## config.mk

```make
export PLATFORM = sky130hd
export DESIGN_NAME = segment_axis_line_intersect
export DESIGN_NICKNAME = d
export VERILOG_FILES = /design/src/rtl/sli_pkg.sv /design/src/rtl/sli_front.sv /design/src/rtl/sli_mul.sv /design/src/rtl/sli_div_cell.sv /design/src/rtl/sli_back.sv /design/src/rtl/segment_axis_line_intersect.sv
export SDC_FILE = /design/constraint.sdc
export NUM_CORES = 2
export LEC_CHECK = 0
export BUFFER_PORTS_ARGS = -buffer_cell sky130_fd_sc_hd__buf_4
export CAP_MARGIN = 20
export CORE_MARGIN = 3
export CORE_UTILIZATION = 25
export CTS_BUF_LIST = sky130_fd_sc_hd__clkbuf_4
export CTS_CLUSTER_DIAMETER = 30
export DETAILED_ROUTE_END_ITERATION = 6
export GPL_TIMING_DRIVEN = 0
export SETUP_SLACK_MARGIN = 0.02
export SLEW_MARGIN = 20
export SYNTH_ARGS = -nofsm -noshare
export SYNTH_HDL_FRONTEND = slang
export SYNTH_HIERARCHICAL = 1
export SYNTH_SLANG_ARGS = --single-unit
```

## constraint.sdc

```tcl
create_clock -name clk -period 12.1 [get_ports clk]
set_clock_uncertainty 0.2 [all_clocks]
set_input_delay 0.605 -clock clk [delete_from_list [all_inputs] [get_ports clk]]
set_output_delay 0.605 -clock clk [all_outputs]
set_load 0.02 [all_outputs]
```

## src/rtl/sli_pkg.sv

```systemverilog
// Shared types and status codes for the segment and axis-line intersection block.
`timescale 1ns / 1ps
`default_nettype none

package sli_pkg;

  // Result status codes carried on the result channel's tuser.
  typedef logic [1:0] sli_status_t;

  localparam sli_status_t ST_NONE     = 2'd0;
  localparam sli_status_t ST_CROSS    = 2'd1;
  localparam sli_status_t ST_PARALLEL = 2'd2;

  // Per-item flags that ride along the pipeline.
  typedef struct packed {
    logic par_hit;   // parallel segment on the line with an end inside the span
    logic cross_ok;  // crossing parameter lies in [0,1)
    logic neg;       // the along-line delta q1 - q0 is negative
  } sli_ctl_t;

endpackage

`default_nettype wire

```

## src/rtl/sli_front.sv

```systemverilog
// Front stage: axis selection, differences, sign normalisation and parallel test.
`timescale 1ns / 1ps
`default_nettype none

module sli_front #(
  parameter int CW = 16
) (
  input  wire logic                 clk,
  input  wire logic                 rst_n,
  input  wire logic                 in_valid,
  output logic                      up_ready,
  input  wire logic                 op,
  input  wire logic signed [CW-1:0] sx,
  input  wire logic signed [CW-1:0] sy,
  input  wire logic signed [CW-1:0] ex,
  input  wire logic signed [CW-1:0] ey,
  input  wire logic signed [CW-1:0] pos,
  input  wire logic signed [CW-1:0] lo,
  input  wire logic signed [CW-1:0] hi,
  input  wire logic                 dn_ready,
  output logic                      valid_r,
  output sli_pkg::sli_ctl_t         ctl_r,
  output logic [CW-1:0]             num_r,
  output logic [CW-1:0]             den_r,
  output logic [CW-1:0]             mag_r,
  output logic signed [CW-1:0]      q0_r,
  output logic signed [CW-1:0]      lo_r,
  output logic signed [CW-1:0]      hi_r
);
  import sli_pkg::*;

  logic signed [CW-1:0] p0, p1, q0, q1;
  logic signed [CW:0]   dp, dn, dq;
  logic signed [CW:0]   dp_abs, dq_abs, num_s;
  sli_ctl_t             ctl_nxt;

  // Pick the across-line and along-line coordinates for the line's orientation.
  always_comb begin
    p0 = op ? sy : sx;
    p1 = op ? ey : ex;
    q0 = op ? sx : sy;
    q1 = op ? ex : ey;
  end

  // Differences one bit wider than the coordinates, then normalise the
  // crossing fraction so that its denominator is positive.
  always_comb begin
    dp     = {p1[CW-1], p1} - {p0[CW-1], p0};
    dn     = {pos[CW-1], pos} - {p0[CW-1], p0};
    dq     = {q1[CW-1], q1} - {q0[CW-1], q0};
    dp_abs = dp[CW] ? -dp : dp;
    num_s  = dp[CW] ? -dn : dn;
    dq_abs = dq[CW] ? -dq : dq;
  end

  // Classify the item.
  always_comb begin
    ctl_nxt.par_hit  = (dp == '0) && (p0 == pos) &&
                       (((lo <= q0) && (q0 < hi)) || ((lo < q1) && (q1 < hi)));
    ctl_nxt.cross_ok = (dp != '0) && !num_s[CW] && (num_s[CW-1:0] < dp_abs[CW-1:0]);
    ctl_nxt.neg      = dq[CW];
  end

  assign up_ready = !valid_r || dn_ready;

  always_ff @(posedge clk) begin
    if (!rst_n) begin
      valid_r <= 1'b0;
    end else if (up_ready) begin
      valid_r <= in_valid;
    end
  end

  always_ff @(posedge clk) begin
    if (up_ready && in_valid) begin
      ctl_r <= ctl_nxt;
      num_r <= num_s[CW-1:0];
      den_r <= dp_abs[CW-1:0];
      mag_r <= dq_abs[CW-1:0];
      q0_r  <= q0;
      lo_r  <= lo;
      hi_r  <= hi;
    end
  end

endmodule

`default_nettype wire

```

## src/rtl/sli_mul.sv

```systemverilog
// Multiply stage: forms the scaled numerator num * |q1 - q0|.
`timescale 1ns / 1ps
`default_nettype none

module sli_mul #(
  parameter int CW = 16
) (
  input  wire logic                 clk,
  input  wire logic                 rst_n,
  input  wire logic                 in_valid,
  output logic                      up_ready,
  input  wire sli_pkg::sli_ctl_t    ctl,
  input  wire logic [CW-1:0]        num,
  input  wire logic [CW-1:0]        den,
  input  wire logic [CW-1:0]        mag,
  input  wire logic signed [CW-1:0] q0,
  input  wire logic signed [CW-1:0] lo,
  input  wire logic signed [CW-1:0] hi,
  input  wire logic                 dn_ready,
  output logic                      valid_r,
  output sli_pkg::sli_ctl_t         ctl_r,
  output logic [2*CW-1:0]           prod_r,
  output logic [CW-1:0]             den_r,
  output logic signed [CW-1:0]      q0_r,
  output logic signed [CW-1:0]      lo_r,
  output logic signed [CW-1:0]      hi_r
);
  import sli_pkg::*;

  logic [2*CW-1:0] prod_nxt;

  // Full-width unsigned product.
  assign prod_nxt = {{CW{1'b0}}, num} * {{CW{1'b0}}, mag};

  assign up_ready = !valid_r || dn_ready;

  always_ff @(posedge clk) begin
    if (!rst_n) begin
      valid_r <= 1'b0;
    end else if (up_ready) begin
      valid_r <= in_valid;
    end
  end

  always_ff @(posedge clk) begin
    if (up_ready && in_valid) begin
      ctl_r  <= ctl;
      prod_r <= prod_nxt;
      den_r  <= den;
      q0_r   <= q0;
      lo_r   <= lo;
      hi_r   <= hi;
    end
  end

endmodule

`default_nettype wire

```

## src/rtl/sli_div_cell.sv

```systemverilog
// One restoring-division cell: produces one quotient bit and passes the item on.
`timescale 1ns / 1ps
`default_nettype none

module sli_div_cell #(
  parameter int CW = 16
) (
  input  wire logic                 clk,
  input  wire logic                 rst_n,
  input  wire logic                 in_valid,
  output logic                      up_ready,
  input  wire sli_pkg::sli_ctl_t    ctl,
  input  wire logic [CW-1:0]        rem,
  input  wire logic [CW-1:0]        low,
  input  wire logic [CW-1:0]        quo,
  input  wire logic [CW-1:0]        den,
  input  wire logic signed [CW-1:0] q0,
  input  wire logic signed [CW-1:0] lo,
  input  wire logic signed [CW-1:0] hi,
  input  wire logic                 dn_ready,
  output logic                      valid_r,
  output sli_pkg::sli_ctl_t         ctl_r,
  output logic [CW-1:0]             rem_r,
  output logic [CW-1:0]             low_r,
  output logic [CW-1:0]             quo_r,
  output logic [CW-1:0]             den_r,
  output logic signed [CW-1:0]      q0_r,
  output logic signed [CW-1:0]      lo_r,
  output logic signed [CW-1:0]      hi_r
);
  import sli_pkg::*;

  logic [CW:0]   rem_sh, rem_sub;
  logic          qbit;
  logic [CW-1:0] rem_nxt;

  // Shift in the next dividend bit and subtract the divisor where it fits.
  always_comb begin
    rem_sh  = {rem, low[CW-1]};
    rem_sub = rem_sh - {1'b0, den};
    qbit    = (rem_sh >= {1'b0, den});
    rem_nxt = qbit ? rem_sub[CW-1:0] : rem_sh[CW-1:0];
  end

  assign up_ready = !valid_r || dn_ready;

  always_ff @(posedge clk) begin
    if (!rst_n) begin
      valid_r <= 1'b0;
    end else if (up_ready) begin
      valid_r <= in_valid;
    end
  end

  always_ff @(posedge clk) begin
    if (up_ready && in_valid) begin
      ctl_r <= ctl;
      rem_r <= rem_nxt;
      low_r <= {low[CW-2:0], 1'b0};
      quo_r <= {quo[CW-2:0], qbit};
      den_r <= den;
      q0_r  <= q0;
      lo_r  <= lo;
      hi_r  <= hi;
    end
  end

endmodule

`default_nettype wire

```

## src/rtl/sli_back.sv

```systemverilog
// Back stage: rounding, offset from the start point, span test and output register.
`timescale 1ns / 1ps
`default_nettype none

module sli_back #(
  parameter int CW = 16
) (
  input  wire logic                 clk,
  input  wire logic                 rst_n,
  input  wire logic                 in_valid,
  output logic                      up_ready,
  input  wire sli_pkg::sli_ctl_t    ctl,
  input  wire logic [CW-1:0]        rem,
  input  wire logic [CW-1:0]        quo,
  input  wire logic [CW-1:0]        den,
  input  wire logic signed [CW-1:0] q0,
  input  wire logic signed [CW-1:0] lo,
  input  wire logic signed [CW-1:0] hi,
  input  wire logic                 dn_ready,
  output logic                      valid_r,
  output sli_pkg::sli_status_t      status_r,
  output logic [CW-1:0]             coord_r
);
  import sli_pkg::*;

  logic                 round_up;
  logic [CW:0]          off;
  logic signed [CW+1:0] q_ext, off_ext, q_s, lo_ext, hi_ext;
  logic                 cross_hit;
  sli_status_t          status_nxt;
  logic [CW-1:0]        coord_nxt;

  // Round half away from zero: bump the quotient when 2*rem >= den.
  always_comb begin
    round_up = ({rem, 1'b0} >= {1'b0, den});
    off      = {1'b0, quo} + {{CW{1'b0}}, round_up};
  end

  // Apply the offset in the direction of the segment and test the open span.
  always_comb begin
    q_ext     = {{2{q0[CW-1]}}, q0};
    off_ext   = {1'b0, off};
    q_s       = ctl.neg ? (q_ext - off_ext) : (q_ext + off_ext);
    lo_ext    = {{2{lo[CW-1]}}, lo};
    hi_ext    = {{2{hi[CW-1]}}, hi};
    cross_hit = ctl.cross_ok && (q_s > lo_ext) && (q_s < hi_ext);
  end

  always_comb begin
    if (ctl.par_hit) begin
      status_nxt = ST_PARALLEL;
      coord_nxt  = '0;
    end else if (cross_hit) begin
      status_nxt = ST_CROSS;
      coord_nxt  = q_s[CW-1:0];
    end else begin
      status_nxt = ST_NONE;
      coord_nxt  = '0;
    end
  end

  assign up_ready = !valid_r || dn_ready;

  always_ff @(posedge clk) begin
    if (!rst_n) begin
      valid_r <= 1'b0;
    end else if (up_ready) begin
      valid_r <= in_valid;
    end
  end

  always_ff @(posedge clk) begin
    if (up_ready && in_valid) begin
      status_r <= status_nxt;
      coord_r  <= coord_nxt;
    end
  end

endmodule

`default_nettype wire

```

## src/rtl/segment_axis_line_intersect.sv

```systemverilog
// Top level: intersection of a segment with an axis-aligned line and a span on it.
//
// Input channel (in_*): one transaction per test, carrying the segment end
// points, the line position and the span bounds in in_tdata, and the line
// orientation in in_tuser (0 vertical, 1 horizontal).
// Result channel (out_*): one transaction per input, with the hit status in
// out_tuser (0 none, 1 crossing, 2 parallel overlap) and the crossing
// coordinate in out_tdata (zero unless the status is a crossing).
// The pipeline holds a front stage, a multiply stage, one division cell per
// quotient bit (COORD_BITS cells), and the output stage. Throughput is one
// transaction per cycle while out_tready is high; every stage holds its own item.
// A stage advances whenever it is empty or its successor advances, so the
// block keeps accepting while the result register waits, until all stages
// are full. When the receiver stalls with the pipeline full, in_tready drops.
// Reset clears all stage valid flags; no items are held afterwards.
`timescale 1ns / 1ps
`default_nettype none

module segment_axis_line_intersect #(
  parameter int COORD_BITS = 16
) (
  input  wire logic                                   clk,
  input  wire logic                                   rst_n,
  input  wire logic                                   in_tvalid,
  output logic                                        in_tready,
  // in_tdata, lowest bits first: start_x, start_y, end_x, end_y,
  // line_pos, span_low, span_high, then zero padding
  input  wire logic [((7*COORD_BITS+7)/8)*8-1:0]     in_tdata,
  // in_tuser: op
  input  wire logic                                   in_tuser,
  output logic                                        out_tvalid,
  input  wire logic                                   out_tready,
  // out_tdata, lowest bits first: cross_coord, then zero padding
  output logic [((COORD_BITS+7)/8)*8-1:0]            out_tdata,
  // out_tuser: hit_status
  output sli_pkg::sli_status_t                        out_tuser
);
  import sli_pkg::*;

  localparam int CW    = COORD_BITS;
  localparam int OUT_W = ((COORD_BITS+7)/8)*8;

  // Field unpacking.
  logic signed [CW-1:0] sx, sy, ex, ey, pos, lo, hi;

  assign sx  = in_tdata[0*CW +: CW];
  assign sy  = in_tdata[1*CW +: CW];
  assign ex  = in_tdata[2*CW +: CW];
  assign ey  = in_tdata[3*CW +: CW];
  assign pos = in_tdata[4*CW +: CW];
  assign lo  = in_tdata[5*CW +: CW];
  assign hi  = in_tdata[6*CW +: CW];

  // Front stage outputs.
  logic                 f_valid;
  sli_ctl_t             f_ctl;
  logic [CW-1:0]        f_num, f_den, f_mag;
  logic signed [CW-1:0] f_q0, f_lo, f_hi;

  // Multiply stage outputs.
  logic                 m_up_ready, m_valid;
  sli_ctl_t             m_ctl;
  logic [2*CW-1:0]      m_prod;
  logic [CW-1:0]        m_den;
  logic signed [CW-1:0] m_q0, m_lo, m_hi;

  // Division chain: index 0 feeds the first cell, index CW leaves the last.
  logic                 c_valid [0:CW];
  sli_ctl_t             c_ctl   [0:CW];
  logic [CW-1:0]        c_rem   [0:CW];
  logic [CW-1:0]        c_low   [0:CW];
  logic [CW-1:0]        c_quo   [0:CW];
  logic [CW-1:0]        c_den   [0:CW];
  logic signed [CW-1:0] c_q0    [0:CW];
  logic signed [CW-1:0] c_lo    [0:CW];
  logic signed [CW-1:0] c_hi    [0:CW];
  logic                 c_ready [0:CW];

  // Back stage.
  logic                 b_up_ready;
  logic [CW-1:0]        b_coord;

  sli_front #(.CW(CW)) u_front (
    .clk      (clk),
    .rst_n    (rst_n),
    .in_valid (in_tvalid),
    .up_ready (in_tready),
    .op       (in_tuser),
    .sx       (sx),
    .sy       (sy),
    .ex       (ex),
    .ey       (ey),
    .pos      (pos),
    .lo       (lo),
    .hi       (hi),
    .dn_ready (m_up_ready),
    .valid_r  (f_valid),
    .ctl_r    (f_ctl),
    .num_r    (f_num),
    .den_r    (f_den),
    .mag_r    (f_mag),
    .q0_r     (f_q0),
    .lo_r     (f_lo),
    .hi_r     (f_hi)
  );

  sli_mul #(.CW(CW)) u_mul (
    .clk      (clk),
    .rst_n    (rst_n),
    .in_valid (f_valid),
    .up_ready (m_up_ready),
    .ctl      (f_ctl),
    .num      (f_num),
    .den      (f_den),
    .mag      (f_mag),
    .q0       (f_q0),
    .lo       (f_lo),
    .hi       (f_hi),
    .dn_ready (c_ready[0]),
    .valid_r  (m_valid),
    .ctl_r    (m_ctl),
    .prod_r   (m_prod),
    .den_r    (m_den),
    .q0_r     (m_q0),
    .lo_r     (m_lo),
    .hi_r     (m_hi)
  );

  // The product's upper half is the starting partial remainder; its lower
  // half is shifted in one bit per cell.
  assign c_valid[0] = m_valid;
  assign c_ctl[0]   = m_ctl;
  assign c_rem[0]   = m_prod[2*CW-1:CW];
  assign c_low[0]   = m_prod[CW-1:0];
  assign c_quo[0]   = '0;
  assign c_den[0]   = m_den;
  assign c_q0[0]    = m_q0;
  assign c_lo[0]    = m_lo;
  assign c_hi[0]    = m_hi;
  assign c_ready[CW] = b_up_ready;

  for (genvar i = 0; i < CW; i++) begin : g_cell
    sli_div_cell #(.CW(CW)) u_cell (
      .clk      (clk),
      .rst_n    (rst_n),
      .in_valid (c_valid[i]),
      .up_ready (c_ready[i]),
      .ctl      (c_ctl[i]),
      .rem      (c_rem[i]),
      .low      (c_low[i]),
      .quo      (c_quo[i]),
      .den      (c_den[i]),
      .q0       (c_q0[i]),
      .lo       (c_lo[i]),
      .hi       (c_hi[i]),
      .dn_ready (c_ready[i+1]),
      .valid_r  (c_valid[i+1]),
      .ctl_r    (c_ctl[i+1]),
      .rem_r    (c_rem[i+1]),
      .low_r    (c_low[i+1]),
      .quo_r    (c_quo[i+1]),
      .den_r    (c_den[i+1]),
      .q0_r     (c_q0[i+1]),
      .lo_r     (c_lo[i+1]),
      .hi_r     (c_hi[i+1])
    );
  end

  sli_back #(.CW(CW)) u_back (
    .clk      (clk),
    .rst_n    (rst_n),
    .in_valid (c_valid[CW]),
    .up_ready (b_up_ready),
    .ctl      (c_ctl[CW]),
    .rem      (c_rem[CW]),
    .quo      (c_quo[CW]),
    .den      (c_den[CW]),
    .q0       (c_q0[CW]),
    .lo       (c_lo[CW]),
    .hi       (c_hi[CW]),
    .dn_ready (out_tready),
    .valid_r  (out_tvalid),
    .status_r (out_tuser),
    .coord_r  (b_coord)
  );

  // Zero-extend the coordinate to whole bytes.
  assign out_tdata = OUT_W'(b_coord);

endmodule

`default_nettype wire

```

==> qor.yml <==
clockBufferDepth: 4
number_of_antenna_violations_at_the_first_check_in_global_routing: 7
end_kind: "flop"
slowest_stage: "a211oi_1"
cts_tree: "done"
ys.warnings.count: 6
wl_per_cell_um: 14.99
setup.worst_path.class: "flop to flop"
postSynthNetCount: 7441
top_sig_layer: "met5"
clkSinkCount: 1819
route.final.wire_length_um: 185100
via_count: 52515
final.fill_count: 36144
clock-root-buffer: "clkbuf_4"
area_of_the_multi_input_gates_um2: 32680
layout_worst_path_cycle_share_pct: 71.32
drv_slew: 0
syn_avg_cell_area_um2: 13.87
met2_wirelength_um: 90050
hold_path_startpoint: "g_cell[8].u_cell/hi_r[9]$_DFFE_PP_"
placement_rows: 220
timing.rr.end: "u_back/coord_r[3]$_SDFFCE_PP0P_"
rsz0062_at_grt: "no"
result_of_the_run: "completed"
route.detailed.drc: 0
reg2reg_setup_slack_ns: 3.47
final_hold_viol_count: 0
maximum_number_of_pins_on_one_net_before_global_route_repair: 62
seq_cell_area_um2: 54430
post_route_cells_drive_above_1_share_pct: 17.71
die_y_um: 608.9
finalWeightedCongestion: 0.9270
number_of_cell_instances_on_the_worst_register_to_register_path: 35
post_cts_buffers: 0
die_width_um: 608.9
cp_data_required_time_ns: 12.73
dieArea_um2: 370800
globalRouteOverflowTotal: 0
grt_pass1_wl_um: 294300
synthToLayoutAreaGrowth_pct: 15.43
dpl_wire_length_um: 139400
first_pass_iteration_count_of_the_detailed_router: 6
maxSlewHeadroom_pct: 26.09
numCtsBuffers: 430
met3WireLength_um: 7650
initial_core_util_pct: 25.20
drv_cap: 0
via_cell_ratio: 4.253
synthCells: 6552
ioPinCount: 137
worst-slew-pin-transition_ns: 1.109
cts.clk_slew.worst_paths_ns: 0.07
m1_wl_um: 82300
period_minus_slack_ns: 8.629
antenna_violating_nets_post_route: 0
clock_tree.htree_level_count: 5
final_common_cell: "edfxtp_1"
most_used_cells_in_the_layout_excluding_fill_and_tap_cells: "edfxtp_1, inv_1, clkbuf_4"
timing.hold.worst.class: "flop to flop"
timing.rr.start: "g_cell[15].u_cell/rem_r[1]$_DFFE_PP_"
worstPathArrival_ns: 9.26
critPathMaxStageDelay_ns: 0.50
critPathBufInv: 2
synth.cell_area_um2: 90880
finalSetupViolCount: 0
grt_pass1_vias: 54250
global_route.usage.total_pct: 9.737
cp-start-kind: "flop"
cpLargestDelayFamily: "simple AND/OR/NAND/NOR gates"
hold_path_depth: 0
design.core.area_um2: 360600
max_freq_mhz: 115.9
design.final.nets: 8133
place.port_buffers: 135
final.setup.tns_ns: 0
cts_resized: 0
worst_skew_pair.late_latency_ns: 1.16
drtIter0Drc: 3334
timing.critical_path.fanout_max: 7
min_delay_worst_endpoint: "g_cell[9].u_cell/hi_r[9]$_DFFE_PP_"
==> sequential cells by signal, indices dropped and copies added, names as in the netlist, 16 cells and up <==
register               cells
u_mul/hi_r                16
u_mul/prod_r              32
g_cell.u_cell/q0_r       256
g_cell.u_cell/lo_r       256
g_cell.u_cell/low_r      120
g_cell.u_cell/quo_r      136
g_cell.u_cell/ctl_r       48
u_front/mag_r             16
u_front/num_r             16
g_cell.u_cell/hi_r       256
u_front/q0_r              16
u_front/hi_r              16
u_back/coord_r            16
g_cell.u_cell/rem_r      256
u_mul/q0_r                16
g_cell.u_cell/valid_r     16
g_cell.u_cell/den_r      256
u_front/den_r             16
u_front/lo_r              16
u_mul/lo_r                16
u_mul/den_r               16
==> per-stage QoR <==
step | setup WS [ns] | area, µm² | util (%) | hold slack [ns] | std cells
after global routing | 2.600 | 104900 | 29.09 | 0.06315 | 12343
final | 3.471 | 104900 | 29.09 | 0.1577 | 12347
after CTS | 3.123 | 104900 | 29.09 | 0.001777 | 12340
after floorplan | 5.568 | 90880 | - | 0.2003 | 6552
after global placement | 3.131 | 97870 | 27.14 | 0.2006 | 11460
after detailed placement | 3.136 | 98410 | 27.29 | 0.2045 | 11478
==> worst max-delay path by stage <==
| stage | startpoint | to | slack (ns) | cells after the start |
|---|---|---|---|---|
| after floorplan | g_cell[15].u_cell/rem_r[1]$_DFFE_PP_ | u_back/coord_r[3]$_SDFFCE_PP0P_ | 5.57 | 36 |
| after global placement | g_cell[15].u_cell/rem_r[1]$_DFFE_PP_ | u_back/coord_r[3]$_SDFFCE_PP0P_ | 3.13 | 35 |
| after detailed placement | g_cell[15].u_cell/rem_r[2]$_DFFE_PP_ | u_back/coord_r[3]$_SDFFCE_PP0P_ | 3.14 | 35 |
| after CTS | g_cell[15].u_cell/rem_r[0]$_DFFE_PP_ | u_back/coord_r[3]$_SDFFCE_PP0P_ | 3.12 | 35 |
| after global routing | g_cell[15].u_cell/rem_r[1]$_DFFE_PP_ | u_back/coord_r[3]$_SDFFCE_PP0P_ | 2.60 | 36 |
| final | g_cell[15].u_cell/rem_r[1]$_DFFE_PP_ | u_back/coord_r[3]$_SDFFCE_PP0P_ | 3.47 | 35 |
==> what timing repair did <==
| action | in CTS | in global routing |
|---|---|---|
| hold buffers | 107 | 0 |
| hold endpoints to repair | 112 | 0 |
| endpoints found under the setup margin | 0 | 0 |
==> layout make-up <==
| cell class | count | share of cell area [%] |
|---|---|---|
| inverters | 719 | 2.575 |
| flip-flops and latches | 1819 | 51.88 |
| clock buffers | 624 | 4.465 |
| diodes | 7 | 0.01670 |
| plain buffers | 134 | 1.063 |
| clock inverters | 131 | 0.6929 |
| well taps | 4773 | 5.692 |
| multi-input cells | 3880 | 31.15 |
| repair buffers | 260 | 2.459 |
==> layer usage <==
layer / vias up / track usage, %
met5: - / 0
met4: 2 / 3.376
met3: 355 / 1.693
met1: 25338 / 12.28
li1: 25587 / -
met2: 1233 / 16.73
Power is not shown: default switching activity piles up to over one toggle a cycle in this logic, so the estimate is an artifact.
